<file path="config.mk">
export PLATFORM = sky130hd
export DESIGN_NAME = columnar_transposition_cipher
export DESIGN_NICKNAME = d
export VERILOG_FILES = /design/src/hw/rtl/ctc_pkg.sv /design/src/hw/rtl/columnar_transposition_cipher.sv /design/src/hw/rtl/ctc_ram.sv
export SDC_FILE = /design/constraint.sdc
export NUM_CORES = 1
export LEC_CHECK = 0
export BUFFER_PORTS_ARGS = -buffer_cell sky130_fd_sc_hd__buf_2
export CAP_MARGIN = 15
export CORE_ASPECT_RATIO = 1.2
export CORE_MARGIN = 1
export CORE_UTILIZATION = 40
export DETAILED_ROUTE_END_ITERATION = 6
export HOLD_SLACK_MARGIN = 0.15
export PLACE_DENSITY = 0.64
export SLEW_MARGIN = 20
export SYNTH_ARGS = -nofsm -noshare
export SYNTH_HDL_FRONTEND = slang
export SYNTH_HIERARCHICAL = 1
export SYNTH_SLANG_ARGS = --single-unit
</file>
<file path="constraint.sdc">
create_clock -name aclk -period 17.3 [get_ports aclk]
set_clock_uncertainty 0.15 [all_clocks]
set_input_delay 0.865 -clock aclk [delete_from_list [all_inputs] [get_ports aclk]]
set_output_delay 0.865 -clock aclk [all_outputs]
set_load 0.005 [all_outputs]
</file>
<file path="src/hw/rtl/ctc_pkg.sv">
`default_nettype none

package ctc_pkg;

    localparam int MAX_COLUMNS = 8;
    localparam int MAX_TEXT    = 64;

    localparam int KEY_W   = 64;
    localparam int KLEN_W  = 4;
    localparam int BYTE_W  = 8;
    localparam int COL_W   = (MAX_COLUMNS > 1) ? $clog2(MAX_COLUMNS) : 1;
    localparam int CNT_W   = $clog2(MAX_TEXT + 1);
    localparam int ADDR_W  = $clog2(MAX_TEXT);
    localparam int CFG_IDX_W = 2;

    localparam logic [BYTE_W-1:0] PAD_BYTE = 8'h71;

    typedef enum logic [CFG_IDX_W-1:0] {
        CFG_KEY_LETTERS = 2'd0,
        CFG_KEY_LENGTH  = 2'd1,
        CFG_DIRECTION   = 2'd2
    } cfg_index_t;

    typedef struct packed {
        logic [BYTE_W-1:0] text_byte;
        logic              last_in;
    } ctc_in_t;

    typedef struct packed {
        logic [BYTE_W-1:0] out_byte;
        logic              last_out;
        logic              overflow;
    } ctc_out_t;

    // out-of-range key lengths clamp to 1..MAX_COLUMNS
    function automatic logic [KLEN_W-1:0] eff_columns(input logic [KLEN_W-1:0] len);
        logic [KLEN_W-1:0] k;
        k = len;
        if (len == '0) begin
            k = KLEN_W'(1);
        end else if (len > KLEN_W'(MAX_COLUMNS)) begin
            k = KLEN_W'(MAX_COLUMNS);
        end
        return k;
    endfunction

    // byte count of the largest whole number of rows that fits the buffer
    function automatic logic [CNT_W-1:0] cap_for(input logic [KLEN_W-1:0] k);
        logic [CNT_W-1:0] cap;
        cap = CNT_W'(MAX_TEXT);
        for (int i = 1; i <= MAX_COLUMNS; i++) begin
            if (k == KLEN_W'(i)) begin
                // step up through multiples of i while they still fit
                for (int m = i; m <= MAX_TEXT; m += i) begin
                    cap = CNT_W'(m);
                end
            end
        end
        return cap;
    endfunction

    function automatic logic [BYTE_W-1:0] key_byte(input logic [KEY_W-1:0] key,
                                                   input logic [COL_W-1:0] idx);
        return key[BYTE_W*idx +: BYTE_W];
    endfunction

endpackage

`default_nettype wire

</file>
<file path="src/hw/rtl/columnar_transposition_cipher.sv">
`default_nettype none

// Keyed columnar transposition over messages of up to 64 bytes. Bytes are taken one per
// cycle into a buffer RAM; overflow past the largest whole number of key-length rows is
// dropped and reported on every output byte of that message. After the byte marked last,
// the block is busy (s_ready low): it ranks the columns through a single byte comparator,
// finds the row count by repeated addition, then streams the output one byte per cycle
// while m_ready is high, read through the single RAM read port at addresses formed by the
// shared multiply-add. Configuration must be written by the user only while no message is
// in flight; the block itself does not enforce this. cfg_ready is always high.
module columnar_transposition_cipher (
    input  wire logic                              aclk,
    input  wire logic                              aresetn,
    input  wire logic                              s_valid,
    output logic                                   s_ready,
    input  wire ctc_pkg::ctc_in_t                  s_data,
    output logic                                   m_valid,
    input  wire logic                              m_ready,
    output ctc_pkg::ctc_out_t                      m_data,
    input  wire logic                              cfg_valid,
    output logic                                   cfg_ready,
    input  wire logic [ctc_pkg::CFG_IDX_W-1:0]     cfg_index,
    input  wire logic [ctc_pkg::KEY_W-1:0]         cfg_data
);
    import ctc_pkg::*;

    typedef enum logic [4:0] {
        ST_LOAD = 5'b00001,
        ST_RANK = 5'b00010,
        ST_ROWS = 5'b00100,
        ST_READ = 5'b01000,
        ST_OUT  = 5'b10000
    } state_t;

    state_t state_reg, state_next;

    logic [KEY_W-1:0]  key_reg, key_next;
    logic [KLEN_W-1:0] klen_reg, klen_next;
    logic              dir_reg, dir_next;

    logic [CNT_W-1:0]  count_reg, count_next;
    logic              drop_reg, drop_next;

    logic [COL_W-1:0]  rank_reg [MAX_COLUMNS];
    logic [COL_W-1:0]  rank_next [MAX_COLUMNS];
    logic [COL_W-1:0]  order_reg [MAX_COLUMNS];
    logic [COL_W-1:0]  order_next [MAX_COLUMNS];
    logic [COL_W-1:0]  rc_reg, rc_next;
    logic [COL_W-1:0]  rj_reg, rj_next;
    logic [COL_W-1:0]  racc_reg, racc_next;

    logic [CNT_W-1:0]  rows_reg, rows_next;
    logic [CNT_W:0]    acc_reg, acc_next;

    logic [CNT_W-1:0]  outer_reg, outer_next;
    logic [CNT_W-1:0]  inner_reg, inner_next;
    logic              pad_reg, pad_next;
    logic              last_reg, last_next;

    logic [KLEN_W-1:0]   k_eff;
    logic                in_xfer;
    logic                ram_we;
    logic [BYTE_W-1:0]   kj, kc;
    logic                rank_inc;
    logic [COL_W-1:0]    rsum;
    logic                j_last, c_last;
    logic [CNT_W-1:0]    ilim, olim;
    logic [CNT_W-1:0]    mul_a, mul_b, addend;
    logic [2*CNT_W-1:0]  pos;
    logic                pos_pad;
    logic                pos_last;
    logic                read_fire;
    logic [BYTE_W-1:0]   ram_rdata;

    assign k_eff     = eff_columns(klen_reg);
    assign s_ready   = (state_reg == ST_LOAD);
    assign in_xfer   = s_valid && s_ready;
    assign cfg_ready = 1'b1;
    assign ram_we    = in_xfer && (count_reg < cap_for(k_eff));

    // column ranking: one key-byte compare per cycle
    assign kj       = key_byte(key_reg, rj_reg);
    assign kc       = key_byte(key_reg, rc_reg);
    assign rank_inc = (kj < kc) || ((kj == kc) && (rj_reg < rc_reg));
    assign rsum     = racc_reg + COL_W'(rank_inc);
    assign j_last   = (KLEN_W'(rj_reg) == k_eff - KLEN_W'(1));
    assign c_last   = (KLEN_W'(rc_reg) == k_eff - KLEN_W'(1));

    // shared multiply-add: encrypt i*k + order[r], decrypt rank[col]*rows + row
    assign ilim   = dir_reg ? CNT_W'(k_eff) : rows_reg;
    assign olim   = dir_reg ? rows_reg : CNT_W'(k_eff);
    assign mul_a  = dir_reg ? CNT_W'(rank_reg[inner_reg[COL_W-1:0]]) : inner_reg;
    assign mul_b  = dir_reg ? rows_reg : CNT_W'(k_eff);
    assign addend = dir_reg ? outer_reg : CNT_W'(order_reg[outer_reg[COL_W-1:0]]);
    assign pos    = mul_a * mul_b + (2*CNT_W)'(addend);
    assign pos_pad  = (pos >= (2*CNT_W)'(count_reg));
    assign pos_last = (inner_reg == ilim - CNT_W'(1)) && (outer_reg == olim - CNT_W'(1));

    assign read_fire = (state_reg == ST_READ)
                    || ((state_reg == ST_OUT) && m_ready && !last_reg);

    ctc_ram #(
        .WIDTH (BYTE_W),
        .DEPTH (MAX_TEXT)
    ) u_text_ram (
        .aclk  (aclk),
        .we    (ram_we),
        .waddr (count_reg[ADDR_W-1:0]),
        .wdata (s_data.text_byte),
        .re    (read_fire && !pos_pad),
        .raddr (pos[ADDR_W-1:0]),
        .rdata (ram_rdata)
    );

    assign m_valid = (state_reg == ST_OUT);

    always_comb begin
        m_data.out_byte = pad_reg ? PAD_BYTE : ram_rdata;
        m_data.last_out = last_reg;
        m_data.overflow = drop_reg;
    end

    always_comb begin
        key_next   = key_reg;
        klen_next  = klen_reg;
        dir_next   = dir_reg;
        state_next = state_reg;
        count_next = count_reg;
        drop_next  = drop_reg;
        rank_next  = rank_reg;
        order_next = order_reg;
        rc_next    = rc_reg;
        rj_next    = rj_reg;
        racc_next  = racc_reg;
        rows_next  = rows_reg;
        acc_next   = acc_reg;
        outer_next = outer_reg;
        inner_next = inner_reg;
        pad_next   = pad_reg;
        last_next  = last_reg;

        if (cfg_valid && cfg_ready) begin
            case (cfg_index)
                CFG_KEY_LETTERS: key_next  = cfg_data;
                CFG_KEY_LENGTH:  klen_next = cfg_data[KLEN_W-1:0];
                CFG_DIRECTION:   dir_next  = cfg_data[0];
                default: ;
            endcase
        end

        case (state_reg)
            ST_LOAD: begin
                if (in_xfer) begin
                    if (ram_we) begin
                        count_next = count_reg + CNT_W'(1);
                    end else begin
                        drop_next = 1'b1;
                    end
                    if (s_data.last_in) begin
                        rc_next    = '0;
                        rj_next    = '0;
                        racc_next  = '0;
                        state_next = ST_RANK;
                    end
                end
            end
            ST_RANK: begin
                if (j_last) begin
                    rank_next[rc_reg] = rsum;
                    order_next[rsum]  = rc_reg;
                    racc_next         = '0;
                    rj_next           = '0;
                    rc_next           = rc_reg + COL_W'(1);
                    if (c_last) begin
                        rows_next  = '0;
                        acc_next   = '0;
                        state_next = ST_ROWS;
                    end
                end else begin
                    racc_next = rsum;
                    rj_next   = rj_reg + COL_W'(1);
                end
            end
            ST_ROWS: begin
                // rows = ceil(n / k) by repeated addition
                if (acc_reg < (CNT_W+1)'(count_reg)) begin
                    acc_next  = acc_reg + (CNT_W+1)'(k_eff);
                    rows_next = rows_reg + CNT_W'(1);
                end else begin
                    outer_next = '0;
                    inner_next = '0;
                    state_next = ST_READ;
                end
            end
            ST_READ: begin
                state_next = ST_OUT;
            end
            ST_OUT: begin
                if (m_ready && last_reg) begin
                    count_next = '0;
                    drop_next  = 1'b0;
                    state_next = ST_LOAD;
                end
            end
            default: begin
                state_next = ST_LOAD;
            end
        endcase

        if (read_fire) begin
            pad_next  = pos_pad;
            last_next = pos_last;
            if (inner_reg == ilim - CNT_W'(1)) begin
                inner_next = '0;
                outer_next = outer_reg + CNT_W'(1);
            end else begin
                inner_next = inner_reg + CNT_W'(1);
            end
        end
    end

    always_ff @(posedge aclk) begin
        if (!aresetn) begin
            state_reg <= ST_LOAD;
            key_reg   <= '0;
            klen_reg  <= KLEN_W'(1);
            dir_reg   <= 1'b0;
            count_reg <= '0;
            drop_reg  <= 1'b0;
        end else begin
            state_reg <= state_next;
            key_reg   <= key_next;
            klen_reg  <= klen_next;
            dir_reg   <= dir_next;
            count_reg <= count_next;
            drop_reg  <= drop_next;
        end
    end

    always_ff @(posedge aclk) begin
        rank_reg  <= rank_next;
        order_reg <= order_next;
        rc_reg    <= rc_next;
        rj_reg    <= rj_next;
        racc_reg  <= racc_next;
        rows_reg  <= rows_next;
        acc_reg   <= acc_next;
        outer_reg <= outer_next;
        inner_reg <= inner_next;
        pad_reg   <= pad_next;
        last_reg  <= last_next;
    end

endmodule

`default_nettype wire

</file>
<file path="src/hw/rtl/ctc_ram.sv">
`default_nettype none

module ctc_ram #(
    parameter int WIDTH = 8,
    parameter int DEPTH = 64
) (
    input  wire logic                     aclk,
    input  wire logic                     we,
    input  wire logic [$clog2(DEPTH)-1:0] waddr,
    input  wire logic [WIDTH-1:0]         wdata,
    input  wire logic                     re,
    input  wire logic [$clog2(DEPTH)-1:0] raddr,
    output logic      [WIDTH-1:0]         rdata
);

    logic [WIDTH-1:0] mem [DEPTH];

    always_ff @(posedge aclk) begin
        if (we) begin
            mem[waddr] <= wdata;
        end
        if (re) begin
            rdata <= mem[raddr];
        end
    end

endmodule

`default_nettype wire
</file>
After elaboration in Yosys (flattened, before gate mapping)
Memory sizes are Yosys's and may differ from the RTL's. A register that Yosys moved wholly into a read port is not among the register bits. Cells that the tools add are included.

Input bits: 80. RAM bits: 512. Word-level logic and storage cells: 188. Memories kept: 1. Output and inout port bits: 13. Flip-flop bits (word level): 170.

Multipliers: 1. Equality and inequality tests: 28. Bitwise gates (word level): 4. Reduce and logical (&&, ||, !) cells: 31. $lt $le $gt $ge: 12. Multiplexer cells: 66. Shifts and indexed selects: 2. $add $sub $neg: 12.

Memory list: u_text_ram.mem (words 64, width 8, read ports 1, clocked after Yosys merged registers in 1, wr ports 1, RTL line ctc_ram.sv:16) `logic [WIDTH-1:0] mem [DEPTH];`.

Operator list (count): $mux W7 (24); $shiftx A64 B7 Y8 (2); $bwmux W24 (2); $mux W3 (11); $mux W8 (4); $mux W5 (6); $add A7 B1 Y7 const B (4); $pmux W7 S2 (2); $pmux W5 S5 (1); $bmux W3 S3 (2); $demux W3 S3 (2); $pmux W3 S2 (3); $eq A4 B3 Y1 const B (4); $ge A4 B4 Y1 const B (4); $not A3 Y4 (4); $pmux W8 S2 (1); $reduce_and A4 Y1 (4); $add A14 B7 Y14 (1); $eq A7 B7 Y1 (2); $ge A14 B7 Y1 (1); $mul A7 B7 Y14 (1); $sub A7 B1 Y7 const B (2); $ne A2 B2 Y1 const B (6); $logic_and A1 B1 Y1 (10); other kinds (33) (53).

Logic depth before layout (Yosys ltp)
Word-level depth: 15. Mapped depth: 24. Gate-level depth less buffers: 20.

Modules after synthesis
The synthesis kept the hierarchy.

Modules (own cells, without submodules): ctc_ram (area an instance 20246.9 um^2, cells an instance 940, times used 1); columnar_transposition_cipher (area an instance 11417.2 um^2, cells an instance 1179, times used 1).

Worst setup path before layout
No wires, ideal clock.

Path kind: register to register. Start: reg dir_reg. End: reg u_text_ram.rdata[0], read port of u_text_ram.mem (enable). Setup slack: 10.886 ns. Clock period less this slack: 6.414 ns. Data arrival time: 5.894 ns. Library setup time: 0.370 ns. Cell stages (with the launch flop): 23. Path through: dfxtp_1 -> buf_6 -> buf_2 -> clkbuf_1 -> buf_1 -> a21o_1 -> o21ai_1 -> or2_2 -> fa_1 -> fa_1 -> inv_1 -> fa_1 -> inv_1 -> fa_1 -> inv_1 -> ha_1 -> and3_1 -> a221oi_1 -> o211ai_1 -> xor2_1 -> nor3_1 -> nand4_1 -> nor2_1.

Longest elaborated chain between the ends: 6. Elaborated cells on any way between the ends: 8. Classes of those cells: 1 x add/sub; 1 x mul; 1 x order compare; 3 x mux; 2 x reduce/logical.

Ends and longest elaborated chain: start, declared (RTL line columnar_transposition_cipher.sv:39) `logic dir_reg, dir_next;`; start signal, assigned (RTL line columnar_transposition_cipher.sv:234) `dir_reg <= dir_next;`; $mux W7, on equally long branches (RTL line columnar_transposition_cipher.sv:92, columnar_transposition_cipher.sv:93); $mul A7 B7 Y14 (RTL line columnar_transposition_cipher.sv:95) `assign pos = mul_a * mul_b + (2*CNT_W)'(addend);`; $add A14 B7 Y14 * (RTL line columnar_transposition_cipher.sv:95); $ge A14 B7 Y1 * (RTL line columnar_transposition_cipher.sv:96) `assign pos_pad = (pos >= (2*CNT_W)'(count_reg));`; net pos_pad (RTL line columnar_transposition_cipher.sv:70) `logic pos_pad;`; $logic_not A1 Y1 * (RTL line columnar_transposition_cipher.sv:110) `.re (read_fire && !pos_pad),`; $logic_and A1 B1 Y1 * (RTL line columnar_transposition_cipher.sv:110); end, declared (RTL line ctc_ram.sv:13) `output logic [WIDTH-1:0] rdata`.

Mark *: on every way through the listed nets, which the timed path passes. The rest lies on a longest branch. A chain may end at the register's enable or synchronous reset.

Worst setup path in the final report
Start: reg inner_reg[0]. End: reg u_text_ram.rdata[4], read port of u_text_ram.mem (enable).

Longest elaborated chain between the ends: 10.

Ends and longest elaborated chain: start, declared (RTL line columnar_transposition_cipher.sv:56) `logic [CNT_W-1:0] inner_reg, inner_next;`; start signal, assigned (RTL line columnar_transposition_cipher.sv:249) `inner_reg <= inner_next;`; $not A3 Y4 (not written as such) (RTL line columnar_transposition_cipher.sv:92) `assign mul_a = dir_reg ? CNT_W'(rank_reg[inner_reg[COL_W-1:0]]) : inner_reg;`; $bmux W3 S3 (RTL line columnar_transposition_cipher.sv:92); $mux W3 (not written as such) (2 in series) (RTL line columnar_transposition_cipher.sv:92); $mux W7 * (RTL line columnar_transposition_cipher.sv:92); $mul A7 B7 Y14 * (RTL line columnar_transposition_cipher.sv:95); $add A14 B7 Y14 * (RTL line columnar_transposition_cipher.sv:95); $ge A14 B7 Y1 * (RTL line columnar_transposition_cipher.sv:96); net pos_pad (RTL line columnar_transposition_cipher.sv:70); $logic_not A1 Y1 * (RTL line columnar_transposition_cipher.sv:110); $logic_and A1 B1 Y1 * (RTL line columnar_transposition_cipher.sv:110).

Mark *: on every way through the listed nets, which the timed path passes. The rest lies on a longest branch. The select of a mux whose other input is x is not followed.

==> impl_results.html <==
<table>
<tr><th>Metric</th><th>Value</th></tr>
<tr><th colspan="2">Outcome</th></tr>
<tr><td>Outcome</td><td>finished, final reports clean</td></tr>
<tr><th colspan="2">STA</th></tr>
<tr><td>Final Critical Period</td><td>6.97 ns</td></tr>
<tr><td>Slew of the pin with the lowest slew margin</td><td>about 1.0 ns</td></tr>
<tr><td>Endpoints failing hold</td><td>0</td></tr>
<tr><td>Setup_tns</td><td>0 ns</td></tr>
<tr><td>Max frequency</td><td>0.143 GHz</td></tr>
<tr><td>Headroom to the max-slew limit</td><td>31.8%</td></tr>
<tr><td>Final worst-path cycle share</td><td>between 40% and 50%</td></tr>
<tr><td>Final hold slack</td><td>about 0.33 ns</td></tr>
<tr><td>Number of max-slew violations in the final report</td><td>0</td></tr>
<tr><td>Final setup violating endpoints</td><td>0</td></tr>
<tr><td>Unrepaired setup endpoints after global routing</td><td>no</td></tr>
<tr><th colspan="2">Clocking</th></tr>
<tr><td>Number of sinks driven by the clock tree</td><td>690</td></tr>
<tr><td>Number of buffers created by CTS</td><td>72</td></tr>
<tr><td>Insertion delay to the later sink of the worst-skew pair</td><td>0.62 ns</td></tr>
<tr><td>Longest Clk Path Bufs</td><td>3</td></tr>
<tr><td>Root Driver</td><td>clkbuf_16</td></tr>
<tr><td>Clock tree from TritonCTS</td><td>done</td></tr>
<tr><td>Post-CTS Hold Buffers</td><td>0</td></tr>
<tr><td>Buffer count from post-CTS setup fixing</td><td>0</td></tr>
<tr><td>Max H-tree Level</td><td>3</td></tr>
<tr><td>Clock edge transition at the registers on the reported setup and hold paths</td><td>0.06 ns</td></tr>
<tr><td>Count of instances resized after the clock tree is built</td><td>0</td></tr>
<tr><th colspan="2">Logic synthesis</th></tr>
<tr><td>Fraction of post-synthesis cell area in the top cell type by area</td><td>57.0%</td></tr>
<tr><td>Library cell with the highest instance count after synthesis</td><td>edfxtp_1</td></tr>
<tr><td>Synth cell count leaders</td><td>edfxtp_1 (601), nand2_1 (213), nor2_1 (181)</td></tr>
<tr><td>Netlist area before placement</td><td>roughly 32000 µm²</td></tr>
<tr><td>Synth unique cells</td><td>78</td></tr>
<tr><td>Synth Flop Type</td><td>edfxtp_1</td></tr>
<tr><td>Largest cells by area after synthesis</td><td>edfxtp_1 (57%), mux4_2 (11%), dfxtp_1 (5.6%), ha_1 (3.2%), nand2_1 (2.5%)</td></tr>
<tr><td>Biggest area consumer among synthesized cells</td><td>edfxtp_1</td></tr>
<tr><td>Proportion of synthesized chip area in sequential cells</td><td>a little over three fifths</td></tr>
<tr><td>Register bit total from synthesis</td><td>690</td></tr>
<tr><td>Fraction of synthesis flops using an asynchronous set or reset pin</td><td>0%</td></tr>
<tr><td>Gate Count Post-Synth</td><td>2119</td></tr>
<tr><td>Warning count from the yosys run</td><td>6</td></tr>
<tr><td>Number of enable flip-flop cells after synthesis</td><td>601</td></tr>
<tr><td>Post-synthesis area per instance</td><td>14.9 µm²</td></tr>
<tr><th colspan="2">Floorplan</th></tr>
<tr><td>I/O pin count</td><td>93</td></tr>
<tr><td>Floorplan Core Area</td><td>between 70000 and 80000 µm²</td></tr>
<tr><td>Area enclosed by the die boundary</td><td>80300 µm²</td></tr>
<tr><td>Chip width</td><td>259 µm</td></tr>
<tr><td>Die extent in y</td><td>310 µm</td></tr>
<tr><td>Number of standard-cell rows in the floorplan</td><td>112</td></tr>
<tr><td>Starting density of the core</td><td>40.6%</td></tr>
<tr><th colspan="2">Setup path</th></tr>
<tr><td>CP delay by family, top</td><td>adder cells</td></tr>
<tr><td>Crit path depth</td><td>19</td></tr>
<tr><td>Number of cell instances on the worst register-to-register path</td><td>19</td></tr>
<tr><td>Kind of capture point of the worst setup path</td><td>register</td></tr>
<tr><td>Destination of the worst register-to-register timing path</td><td>u_text_ram/rdata[4]</td></tr>
<tr><td>Sum of buffers and inverters on the critical path</td><td>3</td></tr>
<tr><td>Classification of the worst setup path</td><td>reg -&gt; reg</td></tr>
<tr><td>Chain of cells forming the critical path</td><td>mux4_2, a21o_1, o21ai_1, or2_2, fa_1, fa_1, inv_1, fa_1, inv_1, fa_1, inv_1, ha_1, and3_1, a221oi_1, o211ai_1, xor2_1, nor3_1, nand4_1, nor2_1</td></tr>
<tr><td>Crit-path most repeated cell</td><td>fa_1</td></tr>
<tr><td>Kind of launch point of the worst setup path</td><td>register</td></tr>
<tr><td>R2R setup slack</td><td>10.33 ns</td></tr>
<tr><td>Max FO, Critical Path</td><td>10</td></tr>
<tr><td>Start of the worst register-to-register path</td><td>inner_reg[0]</td></tr>
<tr><td>WP data required</td><td>between 15 and 20 ns</td></tr>
<tr><td>Delay of the slowest cell on the worst path</td><td>0.64 ns</td></tr>
<tr><td>Capture point of the critical path</td><td>u_text_ram/rdata[4]</td></tr>
<tr><td>Data arrival time at the worst-slack endpoint</td><td>between 7 and 8 ns</td></tr>
<tr><td>Crit. Startpoint</td><td>inner_reg[0]</td></tr>
<tr><td>Worst path slowest cell</td><td>edfxtp_1</td></tr>
<tr><th colspan="2">Finish</th></tr>
<tr><td>Final Core Density</td><td>45.4%</td></tr>
<tr><td>Syn-to-layout area delta</td><td>12.0%</td></tr>
<tr><td>Final layout net count</td><td>2397</td></tr>
<tr><td>Post-route standard cell area excluding fillers</td><td>approximately 35000 µm²</td></tr>
<tr><td>Number of filler instances in the final layout</td><td>6800</td></tr>
<tr><td>Fraction of final layout cells with drive strength greater than 1</td><td>19.3%</td></tr>
<tr><td>Final std cells w/o fill</td><td>3287</td></tr>
<tr><td>Largest register FFs</td><td>just over 500</td></tr>
<tr><td>Inserted Diodes</td><td>0</td></tr>
<tr><th colspan="2">Global routing</th></tr>
<tr><td>Total gr overflow</td><td>0</td></tr>
<tr><td>Overall fraction of global-route tracks in use</td><td>approximately 18%</td></tr>
<tr><td>Vias in the first global route</td><td>18700</td></tr>
<tr><td>Number of antenna violations at the first check in global routing</td><td>0</td></tr>
<tr><td>First-pass GRT wire length</td><td>111000 µm</td></tr>
<tr><td>Maximum number of pins on one net before global-route repair</td><td>75</td></tr>
<tr><th colspan="2">Power</th></tr>
<tr><td>LEAKAGE</td><td>12.0 nW</td></tr>
<tr><td>IR drop worst, VDD</td><td>0.106 mV</td></tr>
<tr><td>Power Density</td><td>118 nW/µm²</td></tr>
<tr><th colspan="2">Drt</th></tr>
<tr><td>Number of DRC markers after the initial detailed-route iteration</td><td>1553</td></tr>
<tr><td>Router iterations before antenna repair</td><td>7</td></tr>
<tr><td>WL per Instance</td><td>21.8 µm</td></tr>
<tr><td>Ratio of routed vias to standard cells</td><td>5.52</td></tr>
<tr><td>Vias after detailed routing</td><td>18100</td></tr>
<tr><td>Remaining number of nets flagged by the antenna check after routing</td><td>0</td></tr>
<tr><td>Residual DRC count</td><td>0</td></tr>
<tr><td>Wirelength, routed</td><td>71800 µm</td></tr>
<tr><th colspan="2">Placement</th></tr>
<tr><td>Final weighted congestion in routability-driven placement</td><td>around 0.84</td></tr>
<tr><td>Final HPWL from detailed placement</td><td>between 40000 and 50000 µm</td></tr>
<tr><td>Area post-placement</td><td>33100 µm²</td></tr>
<tr><td>Count of input and output buffers</td><td>just over 90</td></tr>
<tr><td>Placed cells</td><td>between 3000 and 4000</td></tr>
<tr><th colspan="2">Run</th></tr>
<tr><td>Max-cap check violation count</td><td>0</td></tr>
<tr><th colspan="2">Worst hold path</th></tr>
<tr><td>Classification of the worst-slack hold path</td><td>reg -&gt; reg</td></tr>
</table>
## cell families after synthesis
logic type	count (synthesis)	synth area share [%]
buffers and inverters	189	2.76
XOR/XNOR	49	1.40
multiplexers	230	13.7
AND/OR/NAND/NOR	595	8.63
AO/OA/AOI/OAI	251	5.64
other	2	0.0237
adder cells (fa/ha/maj)	113	5.22
flip-flops	690	62.6
## tightest hold or removal path, delay by kind of cell (launching register included)
kind | cells | cell delay, ns
simple gates | 2 | 0.13
flops | 1 | 0.32
## stage by stage
step                      power (mW)  worst slack [ns]
after floorplan                 2.42             10.89
after global placement          2.65             10.39
after detailed placement        2.67             10.33
after CTS                       4.22             10.32
after global routing            4.34              9.95
final                           4.19             10.33
## cells in the final DEF, fill, tap and decap left out, types with 15 or more instances in the layout
cell type,n
nor3_1,25
inv_1,73
nor2_1,181
a21boi_0,69
and2_1,19
edfxtp_1,601
mux2_2,27
mux4_2,160
and3_1,15
dfxtp_1,89
xnor2_1,33
nand2_1,213
buf_4,26
nand2b_1,16
fa_1,31
o21ai_0,28
ha_1,78
nor2b_1,32
buf_2,89
a21oi_1,35
nand3_1,35
clkbuf_16,74
mux2i_1,43
## report_power, final
part / leakage (nW) / internal [mW] / switching, mW / total [mW]
registers: 6.10 / 1.83 / 0.0124 / 1.85
logic: 4.78 / 0.317 / 0.475 / 0.792
clock network: 1.15 / 0.898 / 0.649 / 1.55
total: 12.0 / 3.05 / 1.14 / 4.19
## how the worst min path moves through the flow
stage,end,from,slack [ns],cells past startpoint
after floorplan,drop_reg,drop_reg,0.29,2
after global routing,key_reg[20],cfg_data[20],0.34,3
after global placement,drop_reg,drop_reg,0.31,2
final,drop_reg,drop_reg,0.33,2
after CTS,key_reg[34],cfg_data[34],0.31,3
after detailed placement,drop_reg,drop_reg,0.32,2
## final cells by class
cell class,instances,area (µm²),area share (%)
Timing Repair Buffer,115,641,1.81
Sequential cell,690,19800,55.9
Tap cell,1026,1280,3.62
Inverter,74,278,0.783
Clock buffer,87,1900,5.36
Multi-Input combinational cell,1251,11100,31.2
Clock inverter,44,465,1.31
## layer usage
| metal | vias to the layer above | share of wire (%) | GRT usage, % |
|---|---|---|---|
| met5 | - | 0 | 0 |
| met1 | 9278 | 40 | 22.2 |
| li1 | 8212 | - | - |
| met2 | 526 | 52 | 32.4 |
| met4 | 0 | 2.7 | 6.15 |
| met3 | 114 | 5.1 | 2.79 |
(Power assumes the default switching activity.)
